File: config.mk
export PLATFORM = sky130hd
export DESIGN_NAME = sdof_ctrl
export DESIGN_NICKNAME = d
export VERILOG_FILES = /design/src/rtl/sdof_pkg.sv /design/src/rtl/sdof_ctrl.sv
export VERILOG_INCLUDE_DIRS = /design/src /design/src/rtl
export SDC_FILE = /design/constraint.sdc
export NUM_CORES = 1
export LEC_CHECK = 0
export ABC_AREA = 1
export ABC_CLOCK_PERIOD_IN_PS = 3000
export BUFFER_PORTS_ARGS = -buffer_cell sky130_fd_sc_hd__buf_2
export CELL_PAD_IN_SITES_DETAIL_PLACEMENT = 1
export CELL_PAD_IN_SITES_GLOBAL_PLACEMENT = 1
export CORE_MARGIN = 2
export CORE_UTILIZATION = 36
export DETAILED_ROUTE_END_ITERATION = 8
export PLACE_DENSITY_LB_ADDON = 0.1
export SYNTH_ARGS = -nofsm -noshare
export SYNTH_HDL_FRONTEND = slang
export SYNTH_SLANG_ARGS = --single-unit
File: constraint.sdc
create_clock -name clk -period 3 [get_ports clk]
set_input_delay 0.15 -clock clk [delete_from_list [all_inputs] [get_ports clk]]
set_output_delay 0.15 -clock clk [all_outputs]
set_load 0.02 [all_outputs]
File: src/rtl/sdof_exact_substructure_step_defines.svh
// Assertion macros shared by the substructure step RTL.
// Each macro expects signals named clk and rst_n in the scope where it is used.
`ifndef SDOF_EXACT_SUBSTRUCTURE_STEP_DEFINES_SVH
`define SDOF_EXACT_SUBSTRUCTURE_STEP_DEFINES_SVH

// Same-cycle implication, disabled while reset is asserted.
`define SDOF_ASSERT_IMPL(lbl, ante, cons, msg) \
  lbl: assert property (@(posedge clk) disable iff (!rst_n) (ante) |-> (cons)) \
    else $error(msg);

// Next-cycle implication, disabled while reset is asserted.
`define SDOF_ASSERT_NEXT(lbl, ante, cons, msg) \
  lbl: assert property (@(posedge clk) disable iff (!rst_n) (ante) |=> (cons)) \
    else $error(msg);

`endif

File: src/rtl/sdof_pkg.sv
// Shared types and constants for the substructure step block.
// No dependencies; the files that use it refer to it by scoped names.
`timescale 1ns / 1ps

package sdof_pkg;

  localparam int DATA_W      = 32;  // displacement, velocity and force fields
  localparam int COEF_W      = 32;  // one signed coefficient of a packed pair
  localparam int GAIN_W      = 31;  // stiffness, damping, damping per step
  localparam int CFG_DATA_W  = 64;
  localparam int CFG_INDEX_W = 8;
  localparam int OPND_W      = 33;  // multiplier operand width
  localparam int PROD_W      = 2 * OPND_W;
  localparam int ACC_W       = 64;

  // Configuration register indexes.
  localparam logic [CFG_INDEX_W-1:0] REG_COEF_DISP_STATE = CFG_INDEX_W'(0);
  localparam logic [CFG_INDEX_W-1:0] REG_COEF_DISP_FORCE = CFG_INDEX_W'(1);
  localparam logic [CFG_INDEX_W-1:0] REG_COEF_VEL_STATE  = CFG_INDEX_W'(2);
  localparam logic [CFG_INDEX_W-1:0] REG_COEF_VEL_FORCE  = CFG_INDEX_W'(3);
  localparam logic [CFG_INDEX_W-1:0] REG_STIFFNESS       = CFG_INDEX_W'(4);
  localparam logic [CFG_INDEX_W-1:0] REG_DAMPING         = CFG_INDEX_W'(5);
  localparam logic [CFG_INDEX_W-1:0] REG_DAMPING_PER_STEP = CFG_INDEX_W'(6);

  typedef enum logic [4:0] {
    ST_IDLE,
    ST_S00, ST_S01, ST_S02, ST_S03, ST_S04, ST_S05, ST_S06, ST_S07, ST_S08,
    ST_S09, ST_S10, ST_S11, ST_S12, ST_S13, ST_S14, ST_S15, ST_S16, ST_S17
  } state_t;

  // Operand pair fed to the shared multiplier.
  typedef enum logic [3:0] {
    MUL_KU,   // stiffness * input displacement
    MUL_VT,   // damping per step * displacement change
    MUL_A, MUL_B, MUL_C, MUL_D,
    MUL_E, MUL_F, MUL_G, MUL_H,
    MUL_KD,   // stiffness * (new mass displacement - input)
    MUL_CV    // damping * new velocity
  } mul_op_t;

  typedef enum logic [1:0] {
    ACC_HOLD,
    ACC_LOAD,
    ACC_ADD,
    ACC_SUB_VT
  } acc_op_t;

  typedef enum logic [2:0] {
    CLAMP_NONE,
    CLAMP_FORCE,
    CLAMP_DISP,
    CLAMP_VEL,
    CLAMP_OUT
  } clamp_dest_t;

  typedef struct packed {
    logic        start;
    mul_op_t     mul_op;
    acc_op_t     acc_op;
    logic        vt_save;
    clamp_dest_t clamp_dest;
    logic        diff_en;
  } dp_cmd_t;

  typedef struct packed {
    logic                   we;
    logic [CFG_INDEX_W-1:0] index;
    logic [CFG_DATA_W-1:0]  data;
  } cfg_wr_t;

endpackage

File: src/rtl/sdof_ctrl.sv
// Controller: fixed-schedule state machine that sequences the datapath
// and owns the channel handshakes. Depends on sdof_pkg and the defines header.
`timescale 1ns / 1ps
`include "sdof_exact_substructure_step_defines.svh"

module sdof_ctrl (
  input  logic              clk,
  input  logic              rst_n,
  input  logic              in_valid,
  output logic              in_ready,
  output logic              out_valid,
  input  logic              out_ready,
  output sdof_pkg::dp_cmd_t cmd
);

  sdof_pkg::state_t state_r, state_nxt;
  logic             out_valid_r, out_valid_nxt;
  logic             slot_free;

  assign slot_free = !out_valid_r || out_ready;
  assign in_ready  = (state_r == sdof_pkg::ST_IDLE);
  assign out_valid = out_valid_r;

  always_comb begin
    state_nxt = state_r;
    unique case (state_r) inside
      sdof_pkg::ST_IDLE: begin
        if (in_valid) begin
          state_nxt = sdof_pkg::ST_S00;
        end
      end
      [sdof_pkg::ST_S00:sdof_pkg::ST_S16]: begin
        state_nxt = sdof_pkg::state_t'(state_r + 5'd1);
      end
      sdof_pkg::ST_S17: begin
        if (slot_free) begin
          state_nxt = sdof_pkg::ST_IDLE;
        end
      end
      default: state_nxt = sdof_pkg::ST_IDLE;
    endcase
  end

  // Each state names what every pipeline stage does in that cycle: multiplier
  // issue, accumulate (after the prod_r and term_r registers) and clamp.
  always_comb begin
    cmd            = '0;
    cmd.mul_op     = sdof_pkg::MUL_KU;
    cmd.acc_op     = sdof_pkg::ACC_HOLD;
    cmd.clamp_dest = sdof_pkg::CLAMP_NONE;
    unique case (state_r)
      sdof_pkg::ST_IDLE: cmd.start = in_valid;
      sdof_pkg::ST_S00:  cmd.mul_op = sdof_pkg::MUL_KU;
      sdof_pkg::ST_S01:  cmd.mul_op = sdof_pkg::MUL_VT;
      sdof_pkg::ST_S02: begin
        cmd.mul_op = sdof_pkg::MUL_A;
        cmd.acc_op = sdof_pkg::ACC_LOAD;
      end
      sdof_pkg::ST_S03: begin
        cmd.mul_op  = sdof_pkg::MUL_B;
        cmd.acc_op  = sdof_pkg::ACC_ADD;
        cmd.vt_save = 1'b1;
      end
      sdof_pkg::ST_S04: begin
        cmd.mul_op     = sdof_pkg::MUL_C;
        cmd.acc_op     = sdof_pkg::ACC_LOAD;
        cmd.clamp_dest = sdof_pkg::CLAMP_FORCE;
      end
      sdof_pkg::ST_S05: begin
        cmd.mul_op = sdof_pkg::MUL_D;
        cmd.acc_op = sdof_pkg::ACC_ADD;
      end
      sdof_pkg::ST_S06: begin
        cmd.mul_op = sdof_pkg::MUL_E;
        cmd.acc_op = sdof_pkg::ACC_ADD;
      end
      sdof_pkg::ST_S07: begin
        cmd.mul_op = sdof_pkg::MUL_F;
        cmd.acc_op = sdof_pkg::ACC_ADD;
      end
      sdof_pkg::ST_S08: begin
        cmd.mul_op     = sdof_pkg::MUL_G;
        cmd.acc_op     = sdof_pkg::ACC_LOAD;
        cmd.clamp_dest = sdof_pkg::CLAMP_DISP;
      end
      sdof_pkg::ST_S09: begin
        cmd.mul_op  = sdof_pkg::MUL_H;
        cmd.acc_op  = sdof_pkg::ACC_ADD;
        cmd.diff_en = 1'b1;
      end
      sdof_pkg::ST_S10: begin
        cmd.mul_op = sdof_pkg::MUL_KD;
        cmd.acc_op = sdof_pkg::ACC_ADD;
      end
      sdof_pkg::ST_S11: cmd.acc_op = sdof_pkg::ACC_ADD;
      sdof_pkg::ST_S12: begin
        cmd.acc_op     = sdof_pkg::ACC_LOAD;
        cmd.clamp_dest = sdof_pkg::CLAMP_VEL;
      end
      sdof_pkg::ST_S13: cmd.mul_op = sdof_pkg::MUL_CV;
      sdof_pkg::ST_S14: ;
      sdof_pkg::ST_S15: cmd.acc_op = sdof_pkg::ACC_ADD;
      sdof_pkg::ST_S16: cmd.acc_op = sdof_pkg::ACC_SUB_VT;
      sdof_pkg::ST_S17: begin
        if (slot_free) begin
          cmd.clamp_dest = sdof_pkg::CLAMP_OUT;
        end
      end
      default: ;
    endcase
  end

  always_comb begin
    out_valid_nxt = out_valid_r;
    if (cmd.clamp_dest == sdof_pkg::CLAMP_OUT) begin
      out_valid_nxt = 1'b1;
    end else if (out_ready) begin
      out_valid_nxt = 1'b0;
    end
  end

  always_ff @(posedge clk) begin
    if (!rst_n) begin
      state_r     <= sdof_pkg::ST_IDLE;
      out_valid_r <= 1'b0;
    end else begin
      state_r     <= state_nxt;
      out_valid_r <= out_valid_nxt;
    end
  end

  `SDOF_ASSERT_NEXT(a_accept_starts, in_valid && in_ready, state_r == sdof_pkg::ST_S00, "accepted item did not start the schedule")
  `SDOF_ASSERT_NEXT(a_stall_holds, (state_r == sdof_pkg::ST_S17) && out_valid_r && !out_ready, (state_r == sdof_pkg::ST_S17) && out_valid_r, "finished step left while the output register was full")
  `SDOF_ASSERT_IMPL(a_load_slot_free, cmd.clamp_dest == sdof_pkg::CLAMP_OUT, !out_valid_r || out_ready, "result written over an untaken result")
  `SDOF_ASSERT_IMPL(a_valid_source, $rose(out_valid_r), $past(state_r) == sdof_pkg::ST_S17, "result became valid outside the final step")

endmodule

==> out/qor.txt <==
status: complete, no violations
routed wl met2: 859 um
synth warn: 0
Synth Instances: 107
TritonCTS clock tree: yes
Post-Synth XOR/XNOR Area: 0.0275
pin count of the biggest net entering global routing: 11
Fin. Hold Viols: 0
clock sink total: 6
Multi-input gate area: 415 um^2
ys async rst share: 0
critical path endpoint category: output port
WL per Instance: 12.2 um
pins over their slew limit: 0
combinational power share: 0.651
internal power: 0.000261 W
grt total ovfl: 0
# diodes: 0
part of the power in registers: 0.212
area growth from synthesis to layout: 15.9%
row cnt: 15
mux cell area share after synthesis: 0
Fillers: 263
top sig layer: met3
Peak Freq: 515 MHz
RSZ-0062 raised after global routing: false
width of the die: 46.1 um
predominant post-synthesis flop cell: dfxtp_1
I/O Buffers: 17
placed cells: 138
Clock Pin Slew Worst Setup and Hold Paths: 0.05 ns
Synth Area in Adders: 0.0784
Inserted Clock Buffers: 3
Post-DP HPWL: 1480 um
EDFF count, synth: 0
Crit path arrival time: 1.79 ns
first-pass GRT wire length: 2880 um
H-tree levels: 1
DR iter-0 viols: 9
register area share after synthesis: 0.188
Die Height: 46.1 um
minimum clock period: 1.94 ns
MaxCap Viol Count: 0
initial antenna violation count: 0
sw frac: 0.537
fin cells: 141
dominant cell type by area after synthesis: dfxtp_1
total negative setup slack: 0 ns
Final period util: 0.647
synthesized cell area: 638 um^2
Synth Area in Compound Gates: 0.0902
Avg Inst Size Synth: 5.96 um^2
GRT Util Overall: 0.189
# DRC: 0
Syn Nets: 115
share of cells above drive strength 1: 0.234
top post-synthesis cells by area: dfxtp_1 (19%), nand2_1 (14%), nor2_1 (12%), inv_1 (11%), ha_1 (7.8%)
Initial Utilization: 0.378
Synth cell types: 20
crit path kind: reg -> out
remaining antenna violation count: 0
CP max FO: 5
Worst slew margin: 0.714
simple-gate share of the synthesized area: 0.455
via count: 700
Post-CTS Setup Inserts: 0
# setup viols final: 0
DIE AREA: 2130 um^2
#FFs+latches synth: 6
P_sw: 0.000303 W
GPL Wtd Cong: 0.804
CP required: 2.85 ns
clk_skew: 0.00333 ns
Leak: 0.447 nW
drt pass-1 iters: 4
Max Root-Sink Buffers: 2
main combinational cell family by area after synthesis: simple AND/OR/NAND/NOR gates
Register Area: 120 um^2
Startpoint Class: flip-flop
Met1 Wirelength: 816 um
number of global-route vias before repair: 657
share of the synthesized area in the top cell type: 0.188
leading cell types by count after synthesis: nand2_1 (23), nor2_1 (21), inv_1 (19)
top-count cell post-synth: nand2_1
clock power share: 0.138
Final nets: 134
core area: 1690 um^2
Max IR drop VDD: 0.000317 V
post_cts resized: 0
final wirelength: 1730 um
CTS Hold Bufs: 0
PD cells: 762 nW/um^2
met3 WL: 51 um
number of I/O pins: 18
Skew-Pair Late Insertion Delay: 0.25 ns
Vias/cell: 4.96
hold crit path type: in -> reg
Slew @ Worst Pin: 0.429 ns
root buffer cell: clkbuf_4
==> cell families after synthesis <==
family	after synthesis
simple gates	62
compound gates	10
buf+inv	23
xor+xnor	2
flops	6
fa+ha+maj	4
==> per-layer routing <==
| metal | GRT usage | vias up |
|---|---|---|
| li1 | - | 362 |
| met1 | 0.246 | 326 |
| met2 | 0.314 | 12 |
| met3 | 0.0471 | 0 |
| met4 | 0.0343 | 0 |
| met5 | 0 | - |
==> flip-flops by register name, summed over array words and instances, names as in the netlist <==
| name | cells |
|---|---|
| state_r | 5 |
| out_valid | 1 |
==> worst max-delay path, cell delays in order (launching register included) <==
cell and delay [ns]:
dfxtp_1 0.36, inv_1 0.14, ha_1 0.25, inv_1 0.06, nor2_1 0.23, nand2_1 0.14
nand2_1 0.08, nor2_1 0.04, nand4_1 0.08, buf_2 0.16
==> power by group through the flow <==
stage          sequential [W]   clock, W  combinational, W
2_1_floorplan        0.000110          0          0.000283
3_3_place_gp         0.000121          0          0.000360
3_5_place_dp         0.000121          0          0.000371
4_1_cts              0.000120  0.0000820          0.000372
5_1_grt              0.000122  0.0000888          0.000416
6_report             0.000119  0.0000777          0.000367
==> layout by cell type (no fill, tap or decap), types with 3 or more instances in the layout <==
cell type   n
nor2_1     21
nand2_2     3
buf_2      17
nand2_1    23
nor2_2      3
dfxtp_1     6
inv_1      19
nand3_1     6
a21oi_1     5
clkbuf_4    3
ha_1        4
==> cell type report <==
| cell class | count | area share |
|---|---|---|
| Multi-Input combinational cell | 78 | 0.562 |
| Sequential cell | 6 | 0.162 |
| Timing Repair Buffer | 17 | 0.115 |
| Inverter | 20 | 0.102 |
| Clock buffer | 3 | 0.0305 |
| Tap cell | 17 | 0.0288 |
==> per-stage QoR <==
stage               setup slack, ns  power (W)  area [um^2]  hold WS, ns   util
global route                  0.861   0.000627          739        0.157  0.438
floorplan                      1.54   0.000393          638        0.276      -
finish                         1.06   0.000564          739        0.158  0.438
global placement               1.39   0.000481          717        0.411  0.424
CTS                            1.04   0.000574          739        0.148  0.438
detailed placement             1.33   0.000492          717        0.421  0.424
==> path summary, 6_finish.rpt <==
kind	start	end	cells after the start	slack, ns
min	rst_n	state_r[0]	3	0.16
min reg2reg	out_valid	out_valid	4	0.60
max reg2reg	state_r[0]	state_r[3]	10	1.45
max	state_r[0]	cmd[6]	9	1.06
Note: power is estimated with default switching activity, not from simulation.
