==> config.mk <==
export PLATFORM = sky130hd
export DESIGN_NAME = sdof_dp
export DESIGN_NICKNAME = d
export VERILOG_FILES = /design/src/rtl/sdof_exact_substructure_step_defines.svh /design/src/rtl/sdof_pkg.sv /design/src/rtl/sdof_dp.sv
export SDC_FILE = /design/constraint.sdc
export NUM_CORES = 2
export LEC_CHECK = 0
export BUFFER_PORTS_ARGS = -buffer_cell sky130_fd_sc_hd__buf_4
export CORE_ASPECT_RATIO = 0.7
export CORE_MARGIN = 10
export CORE_UTILIZATION = 59
export CTS_BUF_LIST = sky130_fd_sc_hd__clkbuf_8
export DETAILED_ROUTE_END_ITERATION = 10
export PLACE_DENSITY = 0.76
export SLEW_MARGIN = 40
export SYNTH_ARGS = -nofsm -noshare
export SYNTH_HDL_FRONTEND = slang
export SYNTH_SLANG_ARGS = --single-unit
==> constraint.sdc <==
create_clock -name clk -period 10.97 [get_ports clk]
set_clock_uncertainty 0.05 [all_clocks]
set_input_delay 0.5485 -clock clk [delete_from_list [all_inputs] [get_ports clk]]
set_output_delay 0.5485 -clock clk [all_outputs]
set_load 0.1 [all_outputs]
==> src/rtl/sdof_exact_substructure_step_defines.svh <==
// Assertion macros shared by the substructure step RTL.
// Each macro expects signals named clk and rst_n in the scope where it is used.
`ifndef SDOF_EXACT_SUBSTRUCTURE_STEP_DEFINES_SVH
`define SDOF_EXACT_SUBSTRUCTURE_STEP_DEFINES_SVH

// Same-cycle implication, disabled while reset is asserted.
`define SDOF_ASSERT_IMPL(lbl, ante, cons, msg) \
  lbl: assert property (@(posedge clk) disable iff (!rst_n) (ante) |-> (cons)) \
    else $error(msg);

// Next-cycle implication, disabled while reset is asserted.
`define SDOF_ASSERT_NEXT(lbl, ante, cons, msg) \
  lbl: assert property (@(posedge clk) disable iff (!rst_n) (ante) |=> (cons)) \
    else $error(msg);

`endif

==> src/rtl/sdof_pkg.sv <==
// Shared types and constants for the substructure step block.
// No dependencies; the files that use it refer to it by scoped names.
`timescale 1ns / 1ps

package sdof_pkg;

  localparam int DATA_W      = 32;  // displacement, velocity and force fields
  localparam int COEF_W      = 32;  // one signed coefficient of a packed pair
  localparam int GAIN_W      = 31;  // stiffness, damping, damping per step
  localparam int CFG_DATA_W  = 64;
  localparam int CFG_INDEX_W = 8;
  localparam int OPND_W      = 33;  // multiplier operand width
  localparam int PROD_W      = 2 * OPND_W;
  localparam int ACC_W       = 64;

  // Configuration register indexes.
  localparam logic [CFG_INDEX_W-1:0] REG_COEF_DISP_STATE = CFG_INDEX_W'(0);
  localparam logic [CFG_INDEX_W-1:0] REG_COEF_DISP_FORCE = CFG_INDEX_W'(1);
  localparam logic [CFG_INDEX_W-1:0] REG_COEF_VEL_STATE  = CFG_INDEX_W'(2);
  localparam logic [CFG_INDEX_W-1:0] REG_COEF_VEL_FORCE  = CFG_INDEX_W'(3);
  localparam logic [CFG_INDEX_W-1:0] REG_STIFFNESS       = CFG_INDEX_W'(4);
  localparam logic [CFG_INDEX_W-1:0] REG_DAMPING         = CFG_INDEX_W'(5);
  localparam logic [CFG_INDEX_W-1:0] REG_DAMPING_PER_STEP = CFG_INDEX_W'(6);

  typedef enum logic [4:0] {
    ST_IDLE,
    ST_S00, ST_S01, ST_S02, ST_S03, ST_S04, ST_S05, ST_S06, ST_S07, ST_S08,
    ST_S09, ST_S10, ST_S11, ST_S12, ST_S13, ST_S14, ST_S15, ST_S16, ST_S17
  } state_t;

  // Operand pair fed to the shared multiplier.
  typedef enum logic [3:0] {
    MUL_KU,   // stiffness * input displacement
    MUL_VT,   // damping per step * displacement change
    MUL_A, MUL_B, MUL_C, MUL_D,
    MUL_E, MUL_F, MUL_G, MUL_H,
    MUL_KD,   // stiffness * (new mass displacement - input)
    MUL_CV    // damping * new velocity
  } mul_op_t;

  typedef enum logic [1:0] {
    ACC_HOLD,
    ACC_LOAD,
    ACC_ADD,
    ACC_SUB_VT
  } acc_op_t;

  typedef enum logic [2:0] {
    CLAMP_NONE,
    CLAMP_FORCE,
    CLAMP_DISP,
    CLAMP_VEL,
    CLAMP_OUT
  } clamp_dest_t;

  typedef struct packed {
    logic        start;
    mul_op_t     mul_op;
    acc_op_t     acc_op;
    logic        vt_save;
    clamp_dest_t clamp_dest;
    logic        diff_en;
  } dp_cmd_t;

  typedef struct packed {
    logic                   we;
    logic [CFG_INDEX_W-1:0] index;
    logic [CFG_DATA_W-1:0]  data;
  } cfg_wr_t;

endpackage

==> src/rtl/sdof_dp.sv <==
// Datapath: configuration registers, shared multiplier, rounding stage,
// saturating accumulator, clamp and state registers. Depends on sdof_pkg.
`timescale 1ns / 1ps

module sdof_dp #(
  parameter int DATA_WIDTH     = 32,
  parameter int FRAC_BITS      = 16,
  parameter int COEF_FRAC_BITS = 24
) (
  input  logic                                 clk,
  input  logic                                 rst_n,
  input  sdof_pkg::dp_cmd_t                    cmd,
  input  sdof_pkg::cfg_wr_t                    cfg_wr,
  input  logic signed [sdof_pkg::DATA_W-1:0]   in_disp,
  output logic signed [sdof_pkg::DATA_W-1:0]   out_force,
  output logic                                 out_sat
);

  localparam int DW  = sdof_pkg::DATA_W;
  localparam int CW  = sdof_pkg::COEF_W;
  localparam int GW  = sdof_pkg::GAIN_W;
  localparam int OW  = sdof_pkg::OPND_W;
  localparam int PW  = sdof_pkg::PROD_W;
  localparam int AW  = sdof_pkg::ACC_W;
  localparam int EFF_W = (DATA_WIDTH < DW) ? DATA_WIDTH : DW;

  localparam logic signed [AW-1:0] DATA_MAX = (AW'(1) << (EFF_W - 1)) - AW'(1);
  localparam logic signed [AW-1:0] DATA_MIN = ~DATA_MAX;
  localparam logic signed [AW-1:0] ACC_MAX  = {1'b0, {(AW-1){1'b1}}};
  localparam logic signed [AW-1:0] ACC_MIN  = ~ACC_MAX;
  localparam logic signed [PW-1:0] HALF_DATA = (FRAC_BITS == 0) ? '0 :
      (PW'(1) << ((FRAC_BITS > 0) ? FRAC_BITS - 1 : 0));
  localparam logic signed [PW-1:0] HALF_COEF =
      PW'(1) << ((COEF_FRAC_BITS > 0) ? COEF_FRAC_BITS - 1 : 0);

  // Configuration registers.
  logic [2*CW-1:0] coef_ds_r, coef_df_r, coef_vs_r, coef_vf_r;
  logic [GW-1:0]   stiff_r, damp_r, dps_r;

  // Step state and per-step working registers.
  logic signed [DW-1:0] last_disp_r, last_force_r, mass_disp_r, mass_vel_r;
  logic signed [DW-1:0] u_r, f_new_r, d_new_r, v_new_r, out_force_r;
  logic signed [OW-1:0] du_r, diff_r;
  logic                 out_sat_r, flag_r;

  // Arithmetic pipeline.
  logic signed [OW-1:0] opa, opb;
  logic                 coef_sel;
  logic signed [PW-1:0] prod_r;
  logic                 prod_coef_r;
  logic signed [PW-1:0] rnd_half, rnd_sum, rnd_val;
  logic signed [AW-1:0] term_r, vterm_r, acc_r, acc_nxt, addend;
  logic signed [AW:0]   acc_sum;
  logic                 acc_ovf;
  logic signed [AW-1:0] clamped;
  logic                 clip;

  always_ff @(posedge clk) begin
    if (!rst_n) begin
      coef_ds_r <= '0;
      coef_df_r <= '0;
      coef_vs_r <= '0;
      coef_vf_r <= '0;
      stiff_r   <= '0;
      damp_r    <= '0;
      dps_r     <= '0;
    end else if (cfg_wr.we) begin
      unique case (cfg_wr.index)
        sdof_pkg::REG_COEF_DISP_STATE:  coef_ds_r <= cfg_wr.data;
        sdof_pkg::REG_COEF_DISP_FORCE:  coef_df_r <= cfg_wr.data;
        sdof_pkg::REG_COEF_VEL_STATE:   coef_vs_r <= cfg_wr.data;
        sdof_pkg::REG_COEF_VEL_FORCE:   coef_vf_r <= cfg_wr.data;
        sdof_pkg::REG_STIFFNESS:        stiff_r   <= cfg_wr.data[GW-1:0];
        sdof_pkg::REG_DAMPING:          damp_r    <= cfg_wr.data[GW-1:0];
        sdof_pkg::REG_DAMPING_PER_STEP: dps_r     <= cfg_wr.data[GW-1:0];
        default: ;
      endcase
    end
  end

  // Operand selection: gains are zero-extended, coefficients and data sign-extended.
  always_comb begin
    opa      = '0;
    opb      = '0;
    coef_sel = 1'b0;
    unique case (cmd.mul_op)
      sdof_pkg::MUL_KU: begin
        opa = {2'b00, stiff_r};
        opb = {u_r[DW-1], u_r};
      end
      sdof_pkg::MUL_VT: begin
        opa = {2'b00, dps_r};
        opb = du_r;
      end
      sdof_pkg::MUL_A: begin
        opa = {coef_ds_r[2*CW-1], coef_ds_r[2*CW-1:CW]};
        opb = {mass_disp_r[DW-1], mass_disp_r};
        coef_sel = 1'b1;
      end
      sdof_pkg::MUL_B: begin
        opa = {coef_ds_r[CW-1], coef_ds_r[CW-1:0]};
        opb = {mass_vel_r[DW-1], mass_vel_r};
        coef_sel = 1'b1;
      end
      sdof_pkg::MUL_C: begin
        opa = {coef_df_r[2*CW-1], coef_df_r[2*CW-1:CW]};
        opb = {last_force_r[DW-1], last_force_r};
        coef_sel = 1'b1;
      end
      sdof_pkg::MUL_D: begin
        opa = {coef_df_r[CW-1], coef_df_r[CW-1:0]};
        opb = {f_new_r[DW-1], f_new_r};
        coef_sel = 1'b1;
      end
      sdof_pkg::MUL_E: begin
        opa = {coef_vs_r[2*CW-1], coef_vs_r[2*CW-1:CW]};
        opb = {mass_disp_r[DW-1], mass_disp_r};
        coef_sel = 1'b1;
      end
      sdof_pkg::MUL_F: begin
        opa = {coef_vs_r[CW-1], coef_vs_r[CW-1:0]};
        opb = {mass_vel_r[DW-1], mass_vel_r};
        coef_sel = 1'b1;
      end
      sdof_pkg::MUL_G: begin
        opa = {coef_vf_r[2*CW-1], coef_vf_r[2*CW-1:CW]};
        opb = {last_force_r[DW-1], last_force_r};
        coef_sel = 1'b1;
      end
      sdof_pkg::MUL_H: begin
        opa = {coef_vf_r[CW-1], coef_vf_r[CW-1:0]};
        opb = {f_new_r[DW-1], f_new_r};
        coef_sel = 1'b1;
      end
      sdof_pkg::MUL_KD: begin
        opa = {2'b00, stiff_r};
        opb = diff_r;
      end
      sdof_pkg::MUL_CV: begin
        opa = {2'b00, damp_r};
        opb = {v_new_r[DW-1], v_new_r};
      end
      default: ;
    endcase
  end

  always_ff @(posedge clk) begin
    prod_r      <= opa * opb;
    prod_coef_r <= coef_sel;
    term_r      <= rnd_val[AW-1:0];
  end

  // Round half up: add half an LSB of the target format, then floor.
  always_comb begin
    rnd_half = prod_coef_r ? HALF_COEF : HALF_DATA;
    rnd_sum  = prod_r + rnd_half;
    rnd_val  = prod_coef_r ? (rnd_sum >>> COEF_FRAC_BITS) : (rnd_sum >>> FRAC_BITS);
  end

  // 64-bit saturating accumulate. The damping-rate term is never the most
  // negative 64-bit value, so its negation cannot wrap.
  always_comb begin
    addend  = (cmd.acc_op == sdof_pkg::ACC_SUB_VT) ? -vterm_r : term_r;
    acc_sum = {acc_r[AW-1], acc_r} + {addend[AW-1], addend};
    acc_ovf = 1'b0;
    acc_nxt = acc_r;
    case (cmd.acc_op) inside
      sdof_pkg::ACC_LOAD: acc_nxt = term_r;
      sdof_pkg::ACC_ADD, sdof_pkg::ACC_SUB_VT: begin
        if (acc_sum[AW] != acc_sum[AW-1]) begin
          acc_ovf = 1'b1;
          acc_nxt = acc_sum[AW] ? ACC_MIN : ACC_MAX;
        end else begin
          acc_nxt = acc_sum[AW-1:0];
        end
      end
      default: acc_nxt = acc_r;
    endcase
  end

  // Clamp the finished sum to the data range.
  always_comb begin
    clip    = 1'b0;
    clamped = acc_r;
    if (acc_r > DATA_MAX) begin
      clip    = 1'b1;
      clamped = DATA_MAX;
    end else if (acc_r < DATA_MIN) begin
      clip    = 1'b1;
      clamped = DATA_MIN;
    end
  end

  always_ff @(posedge clk) begin
    acc_r <= acc_nxt;
    if (cmd.vt_save) begin
      vterm_r <= term_r;
    end
    if (cmd.start) begin
      u_r  <= in_disp;
      du_r <= {in_disp[DW-1], in_disp} - {last_disp_r[DW-1], last_disp_r};
    end
    if (cmd.diff_en) begin
      diff_r <= {d_new_r[DW-1], d_new_r} - {u_r[DW-1], u_r};
    end
    case (cmd.clamp_dest)
      sdof_pkg::CLAMP_FORCE: f_new_r <= clamped[DW-1:0];
      sdof_pkg::CLAMP_DISP:  d_new_r <= clamped[DW-1:0];
      sdof_pkg::CLAMP_VEL:   v_new_r <= clamped[DW-1:0];
      sdof_pkg::CLAMP_OUT: begin
        out_force_r <= clamped[DW-1:0];
        out_sat_r   <= flag_r | clip;
      end
      default: ;
    endcase
  end

  always_ff @(posedge clk) begin
    if (!rst_n) begin
      flag_r <= 1'b0;
    end else if (cmd.start) begin
      flag_r <= 1'b0;
    end else begin
      flag_r <= flag_r | acc_ovf | (clip && (cmd.clamp_dest != sdof_pkg::CLAMP_NONE));
    end
  end

  // Step state advances together with the result.
  always_ff @(posedge clk) begin
    if (!rst_n) begin
      last_disp_r  <= '0;
      last_force_r <= '0;
      mass_disp_r  <= '0;
      mass_vel_r   <= '0;
    end else if (cmd.clamp_dest == sdof_pkg::CLAMP_OUT) begin
      last_disp_r  <= u_r;
      last_force_r <= f_new_r;
      mass_disp_r  <= d_new_r;
      mass_vel_r   <= v_new_r;
    end
  end

  assign out_force = out_force_r;
  assign out_sat   = out_sat_r;

endmodule

==> impl_metrics.tcl <==
set metrics [dict create \
    post_cts_resized 0 \
    crit_slowest_cell "fa_1" \
    start_util 0.596 \
    drt_iter0_markers 8066 \
    cts_max_level 4 \
    design_area_um2 89300 \
    rsz0062_at_grt "no" \
    slowest_delay_ns 0.79 \
    worst_slew_margin_rel 0.379 \
    grt_pass1_vias 67500 \
    synth_seq_cells 921 \
    wl_per_cell_um 24.6 \
    yosysMostFrequentCell "nand2_1" \
    max_freq_mhz 102 \
    place_area_um2 85100 \
    cts_tree "built" \
    cts_num_sinks 921 \
    dp_hpwl_um 202000 \
    powerDensity_nw_per_um2 123 \
    status "completed" \
    yosysSeqAreaShare 0.270 \
    grt_max_degree 160 \
    synth_cell_types 100 \
    vias_per_cell 6.01 \
    fillerInstances 11100 \
    holdCritPathClass "input port to register" \
    worstMarginPinSlew_ns 0.932 \
    routed-via-count 66300 \
    setup.worst_path.end_class "register" \
    cp.required_ns 11.69 \
    place.gp.congestion 1.04 \
    instances_no_fill 11000 \
    cp-start-kind "input port" \
    row_count 113 \
    synth_edf_count 341 \
    fin_crit_sh 0.896 \
    num-nets-final 10600 \
    cts.clk_slew.worst_paths_ns 0.08 \
    routed_wl_um 271000 \
    maxCapViolations 0 \
    synthArstFlopShare 0 \
    pin_count 152 \
    drv_slew 0 \
    finalHoldViolations 0 \
    area_delta_synth_final_pct 10.2 \
    overflow 0 \
    drc 0 \
    vdd_drop_max_mv 0.200 \
    die_h_um 330 \
    syn_area_um2 81000 \
    critPathKind "input port to register" \
    synth_top_area_cell "fa_1" \
    grt_pass1_wl_um 411000 \
    seqPwrFrac 0.393 \
    power_leakage_nw 39.5 \
    core_um2 136000 \
    cts-root-buf "clkbuf_8" \
    cts_buffers 145 \
    synth.area.top_cells "fa_1 28%, dfxtp_1 14%, edfxtp_1 13%" \
    place_inst 10600 \
    p_switching_mw 4.09 \
    die_x_um 463 \
    drive_gt1_frac 0.0798 \
    port_buffers 151 \
    clkPwrFrac 0.292 \
    first_pass_iters 8 \
    ctsLongestPathBuffers 3 \
    worstPathArrival_ns 10.55 \
    ys.warnings.count 0 \
    avgSynthCellArea_um2 9.10 \
    grt_antenna_before_repair 15 \
    grtUsageTotal 0.352 \
    finalSetupViolCount 0 \
    regArea_um2 21900 \
    final_antenna_net_count 0 \
    power_switching_share 0.373 \
    p_int_mw 6.87 \
    ys.flop_type "dfxtp_1" \
    clock_latency_ns 0.92 \
    pwr-share-comb 0.315 \
    cp_max_fo 30 \
    multiInputGateArea_um2 53200 \
    setup_tns_ns 0 \
    synth_top_area_frac 0.278 \
    cp_common_cell "fa_1" \
    synthTopCellsByCount "1,931 x nand2_1, 1,228 x inv_1, 1,124 x fa_1" \
    netlist_instances 8909 \
    syn-num-nets 10500 \
    design.die.area_um2 153000 \
    min_period_ns 9.83 \
]
==> routing by layer <==
metal  track usage  share of wire  wire, µm
met1         0.474           0.40    107000
met2         0.499           0.41    110000
met3         0.153           0.16     42300
met4         0.141          0.042     11400
met5             0         0.0012       325
==> critical path: cells and delay by family <==
family / cells / cell delay (ns)
XOR/XNOR: 1 / 0.14
AND/OR/NAND/NOR: 5 / 1.82
adder cells (fa/ha/maj): 9 / 4.72
buffers and inverters: 7 / 1.35
AO/OA/AOI/OAI: 11 / 1.91
==> power by group through the flow <==
stage | clock network [mW] | logic (mW) | registers (mW)
2_1_floorplan | 0 | 2.11 | 4.30
3_3_place_gp | 0 | 3.23 | 4.35
3_5_place_dp | 0 | 3.28 | 4.36
4_1_cts | 3.22 | 3.33 | 4.29
5_1_grt | 3.35 | 3.69 | 4.33
6_report | 3.20 | 3.45 | 4.31
==> stage by stage <==
step | worst slack, ns | util | hold slack, ns | total power [mW]
detailed placement | 0.381 | 0.626 | 0.394 | 7.64
global route | 0.787 | 0.656 | 0.0925 | 11.4
global placement | 0.528 | 0.624 | 0.389 | 7.58
finish | 1.14 | 0.657 | 0.0778 | 11.0
CTS | 1.34 | 0.656 | 0.00422 | 10.8
floorplan | 0.860 | - | 0.375 | 6.41
==> sequential cells by signal, indices dropped and copies added, names as in the netlist, 33 cells and up <==
register   flops
acc_r         64
coef_df_r     64
coef_ds_r     64
coef_vf_r     64
coef_vs_r     64
diff_r        33
du_r          33
prod_r        51
term_r        50
vterm_r       50
==> worst paths after layout <==
kind	to	slack (ns)	startpoint	cells past startpoint
min reg2reg	coef_vs_r[39]	0.40	coef_vs_r[39]	2
min	coef_vs_r[0]	0.08	rst_n	2
max	prod_r[65]	1.14	cmd[9]	33
max reg2reg	prod_r[51]	1.50	u_r[9]	30
==> what timing repair did <==
item                                   CTS  global route
hold buffers                            98             0
buffers inserted                         0             0
endpoints found under the hold margin  387             0
==> cell usage in the layout, fill, tap and decap left out, types with 43 or more instances in the layout <==
master	netlist	routed
o21ai_0	140	140
and3_1	49	49
nor2b_1	48	47
and2_1	43	43
clkbuf_8	0	172
a21oi_1	216	211
edfxtp_1	341	341
a22oi_1	126	126
inv_1	1228	1276
xnor2_1	145	145
fa_1	1124	1124
xor2_1	122	122
nor3_1	61	43
buf_4	2	349
nand2_1	1931	1924
a21boi_0	477	477
dfxtp_1	580	580
dlygate4sd3_1	0	98
ha_1	343	343
a21o_1	104	104
nand2b_1	49	48
nand3_1	70	69
nor2_1	567	555
nand4_1	70	70
==> final cells by class <==
type                    instances  share of cell area
flip-flops and latches        921               0.245
well taps                    1840              0.0258
diodes                         11            0.000308
inverters                    1229              0.0517
clock buffers                 172              0.0265
repair buffers                481              0.0475
multi-input cells            6275               0.595
clock inverters                91             0.00821
==> cells by family after synthesis <==
kind of cell	synth area share
mux	0.00684
simple gates	0.157
xor+xnor	0.0289
fa+ha+maj	0.333
buf+inv	0.0799
flops	0.270
compound gates	0.124
Power figures use the tool's default switching activity.
